**src/rtl/coldest_entry_cache_evictor_macros.svh**
```systemverilog
// ---------------------------------------------------------------------------
// Coldest entry cache evictor: assertion macros
// Shared concurrent assertion forms, clocked on clk, off while rst_n is low.
// ---------------------------------------------------------------------------
`ifndef COLDEST_ENTRY_CACHE_EVICTOR_MACROS_SVH
`define COLDEST_ENTRY_CACHE_EVICTOR_MACROS_SVH

// same-cycle implication
`define CEEV_HOLDS(lbl, ante, cons, msg) \
  lbl: assert property (@(posedge clk) disable iff (!rst_n) (ante) |-> (cons)) \
    else $error(msg);

// next-cycle implication
`define CEEV_NEXT(lbl, ante, cons, msg) \
  lbl: assert property (@(posedge clk) disable iff (!rst_n) (ante) |=> (cons)) \
    else $error(msg);

`endif

```
**src/rtl/ceev_ram.sv**
```systemverilog
// ---------------------------------------------------------------------------
// ceev_ram
// Generic simple dual-port RAM: one write port, one read port, registered read.
// ---------------------------------------------------------------------------
module ceev_ram #(
  parameter int WIDTH = 8,
  parameter int DEPTH = 64
) (
  input  logic                     clk,
  input  logic                     we,
  input  logic [$clog2(DEPTH)-1:0] waddr,
  input  logic [WIDTH-1:0]         wdata,
  input  logic                     re,
  input  logic [$clog2(DEPTH)-1:0] raddr,
  output logic [WIDTH-1:0]         rdata
);

  logic [WIDTH-1:0] mem_r [DEPTH];
  logic [WIDTH-1:0] rdata_r;

  always_ff @(posedge clk) begin
    if (we) begin
      mem_r[waddr] <= wdata;
    end
    if (re) begin
      rdata_r <= mem_r[raddr];
    end
  end

  assign rdata = rdata_r;

endmodule

```
**config.mk**
```make
export PLATFORM = sky130hd
export DESIGN_NAME = ceev_ram
export DESIGN_NICKNAME = d
export VERILOG_FILES = /design/src/rtl/coldest_entry_cache_evictor_macros.svh /design/src/rtl/ceev_ram.sv
export SDC_FILE = /design/constraint.sdc
export NUM_CORES = 1
export LEC_CHECK = 0
export BUFFER_PORTS_ARGS = -buffer_cell sky130_fd_sc_hd__buf_2
export CAP_MARGIN = 20
export CORE_MARGIN = 4
export CORE_UTILIZATION = 50
export CTS_CLUSTER_DIAMETER = 150
export CTS_CLUSTER_SIZE = 16
export DETAILED_ROUTE_END_ITERATION = 7
export GPL_TIMING_DRIVEN = 0
export PLACE_DENSITY = 0.67
export SYNTH_ARGS = -nofsm -noshare
export SYNTH_HDL_FRONTEND = slang
export SYNTH_SLANG_ARGS = --single-unit
```
**constraint.sdc**
```tcl
create_clock -name clk -period 2.4 [get_ports clk]
set_input_delay 0.12 -clock clk [delete_from_list [all_inputs] [get_ports clk]]
set_output_delay 0.12 -clock clk [all_outputs]
set_load 0.01 [all_outputs]
```
==> results.yml <==
run_status:
  outcome: "completed"
critical_path:
  crit_path_top_delay_cell: "a2111oi_1"
  r2r-start: "mem_r[2][3]"
  reg2regPathDepth: 4
  end_kind: "flop"
  r2r_setup_slack_ps: 60
  path_cells: "mux4_2 > nor2b_1 > a2111oi_1 > o41ai_2"
  worstPathRequired_ps: 2670
  worstPathArrival_ps: 2610
  cp_max_fo: 1
  r2r_end: "rdata[3]"
  slowest_delay_ps: 830
  critical_path_class: "flop to flop"
  start_kind: "flop"
yosys:
  yosys_warnings: 0
  synth_xor_area_share_pct: 0
  synth_fp_nets: 963
  synth-edff-count: 520
  yosysMostFrequentCell: "edfxtp_1"
  avgSynthCellArea_sq_um: 21.54
  synth_seq_cells: 520
  synth.area.top_cells: "edfxtp_1, mux4_2, nor2_1"
  synth_top_area_cell: "edfxtp_1"
  ys_seq_area_share_pct: 77.12
  async_flop_share_pct: 0
  synthSimpleGateAreaFrac_pct: 3.374
  synth.mux.area_fraction_pct: 15.88
  synth_compound_area_share_pct: 2.064
  netlist_instances: 940
  synth_top_family_by_area: "multiplexers"
  synth_fa_ha_area_share_pct: 0
  synth_top_area_share_pct: 77.12
  ys_types: 39
  synth_commonest_cells: "edfxtp_1, mux4_2, nor2_1"
  synthFlopType: "edfxtp_1"
  netlist_area_sq_um: 20250
clocking:
  cts_tree: "built"
  post-cts-setup-buffer-count: 0
  h-tree-depth: 2
  clkSinkCount: 520
  clockRootBuffer: "clkbuf_16"
  numCtsBuffers: 38
  clk-insertion-delay-late_ps: 550
  clk_pin_slew_ps: 70
  clockBufferDepth: 3
detailed_routing:
  detail_route.vias_per_cell: 6.335
  ant_nets: 0
  drc: 0
  routedWlPerCell_microns: 30.28
  drt_iter0_drc: 1414
  drt-total-wl_mm: 46.78
  firstDrtPassIters: 5
  num_vias: 9787
cells_and_area:
  fin_area_sq_um: 22280
  area_growth_pct: 10.04
  nNetsFinal: 1042
  antenna_cells: 0
  drive_above_1_share_pct: 24.31
die:
  die_h_microns: 209.2
  chipWidth_microns: 209.2
  initial_core_util_pct: 50.73
  dieArea_sq_um: 43780
  rows: 73
  ios: 31
  core_area_sq_um: 39910
power:
  pwr-share-seq_pct: 59.8
  switching_share_pct: 20.85
  finalPower_mw: 16.85
  combPwrFrac_pct: 6.1
  power.density_nw_per_um2: 756.4
  peakVddDrop_uv: 408.2
  p_int_mw: 13.34
  p_leak_nw: 6.843
  p_sw_mw: 3.513
  clkPwrFrac_pct: 34.1
sta:
  period_share_pct: 97.64
  post-route-min-period_ps: 2343
  fmax_mhz: 426.8
  slew_violations: 0
  worstMarginPinSlew_ps: 1050
  fin_setup_tns_ps: 0
  final_hold_viol_count: 0
  finClkSkew_ps: 29.56
  relSlewSlack_pct: 29.75
  finalWorstSetupSlack_ps: 56.74
  setup_viol: 0
global_route:
  grt_pass1_vias: 9747
  grt_overflow: 0
  grt_pass1_wl_mm: 67.67
  grt_max_degree: 65
  antenna_found_initial: 6
  grt_usage_pct: 21.35
job:
  maxCapViolCount: 0
place:
  io_buffer_count: 22
  placed_area_sq_um: 21030
  hpwl_mm: 29.72
  gp_congestion: 0.9007
  dp_slack_ps: -789.9
hold_path:
  whs_endpoint: "mem_r[3][0]"
  min_from: "wdata[0]"
  hold_class: "input port to flop"
  hold_depth: 1
[area by class of cell]
type	count	area [sq um]
Fill cell	2904	17640
Clock inverter	2	17.52
Clock buffer	39	975.9
Buffer	51	321.6
Multi-Input combinational cell	369	4329
Sequential cell	520	15620
Timing Repair Buffer	39	362.8
Tap cell	525	656.9
[flip-flops by register name, indices dropped and copies added (netlist names)]
signal / count
mem_r: 512
rdata: 8
[through the flow]
stage,std cells,hold slack (ps),util [%]
2_1_floorplan,940,218.9,-
6_report,1545,32.96,55.82
3_3_place_gp,1487,504.8,52.65
5_1_grt,1545,31.37,55.82
4_1_cts,1531,72.87,55.23
3_5_place_dp,1489,510.5,52.68
[per-layer routing]
metal / vias to the layer above / global-route usage [%] / routed length (microns)
met4: 8 / 6.683 / 1361
met3: 77 / 5.570 / 4713
met1: 5149 / 31.48 / 19130
met2: 493 / 31.86 / 21520
met5: - / 0 / 52
li1: 4060 / - / -
[power groups by stage]
stage / clock (mW) / sequential [mW] / combinational [mW]
after floorplan: 0 / 10.3 / 0.536
after global placement: 0 / 10.3 / 0.965
after detailed placement: 0 / 10.3 / 0.983
after CTS: 5.82 / 10.1 / 0.987
after global routing: 6.19 / 10.1 / 1.09
final: 5.74 / 10.1 / 1.03
[how the worst max path moves through the flow]
stage / to / slack (ps) / from
after global placement: rdata[4] / -740 / raddr[1]
after detailed placement: rdata[4] / -790 / raddr[1]
after floorplan: rdata[3] / 470 / raddr[1]
after global routing: rdata[3] / -10 / raddr[1]
after CTS: rdata[3] / 6 / raddr[2]
final: rdata[3] / 60 / mem_r[2][3]
[layout by cell type, fill, tap and decap left out, types with 8 or more instances in the layout]
master       n
o22ai_1      8
buf_4       15
buf_2       33
buf_12       9
o221ai_1     8
edfxtp_1   520
clkbuf_16   39
nor2_1      83
nand3_1     12
nand2_1     19
mux4_2     126
mux2_2      13
clkbuf_1    16
nor2b_1     14
mux2i_1     23
[kinds of logic after synthesis]
logic type,after synthesis
AOI/OAI and AO/OA,54
buffers and inverters,51
DFF,520
muxes,162
and+or+nand+nor,153
[timing repair]
item | 4_1_cts | 5_1_grt
pin swaps | 0 | 0
hold buffers | 1 | 6
endpoints found under the setup margin | 3 | 4
resized for setup | 3 | 7
hold endpoints to repair | 8 | 63
[worst max-delay path: cells and delay by family (launching register included)]
| kind | cells | cell delay [ps] |
|---|---|---|
| AND/OR/NAND/NOR | 1 | 150 |
| flip-flops | 1 | 370 |
| multiplexers | 1 | 490 |
| AO/OA/AOI/OAI | 2 | 1050 |
Note: power is estimated with default switching activity, not from simulation.
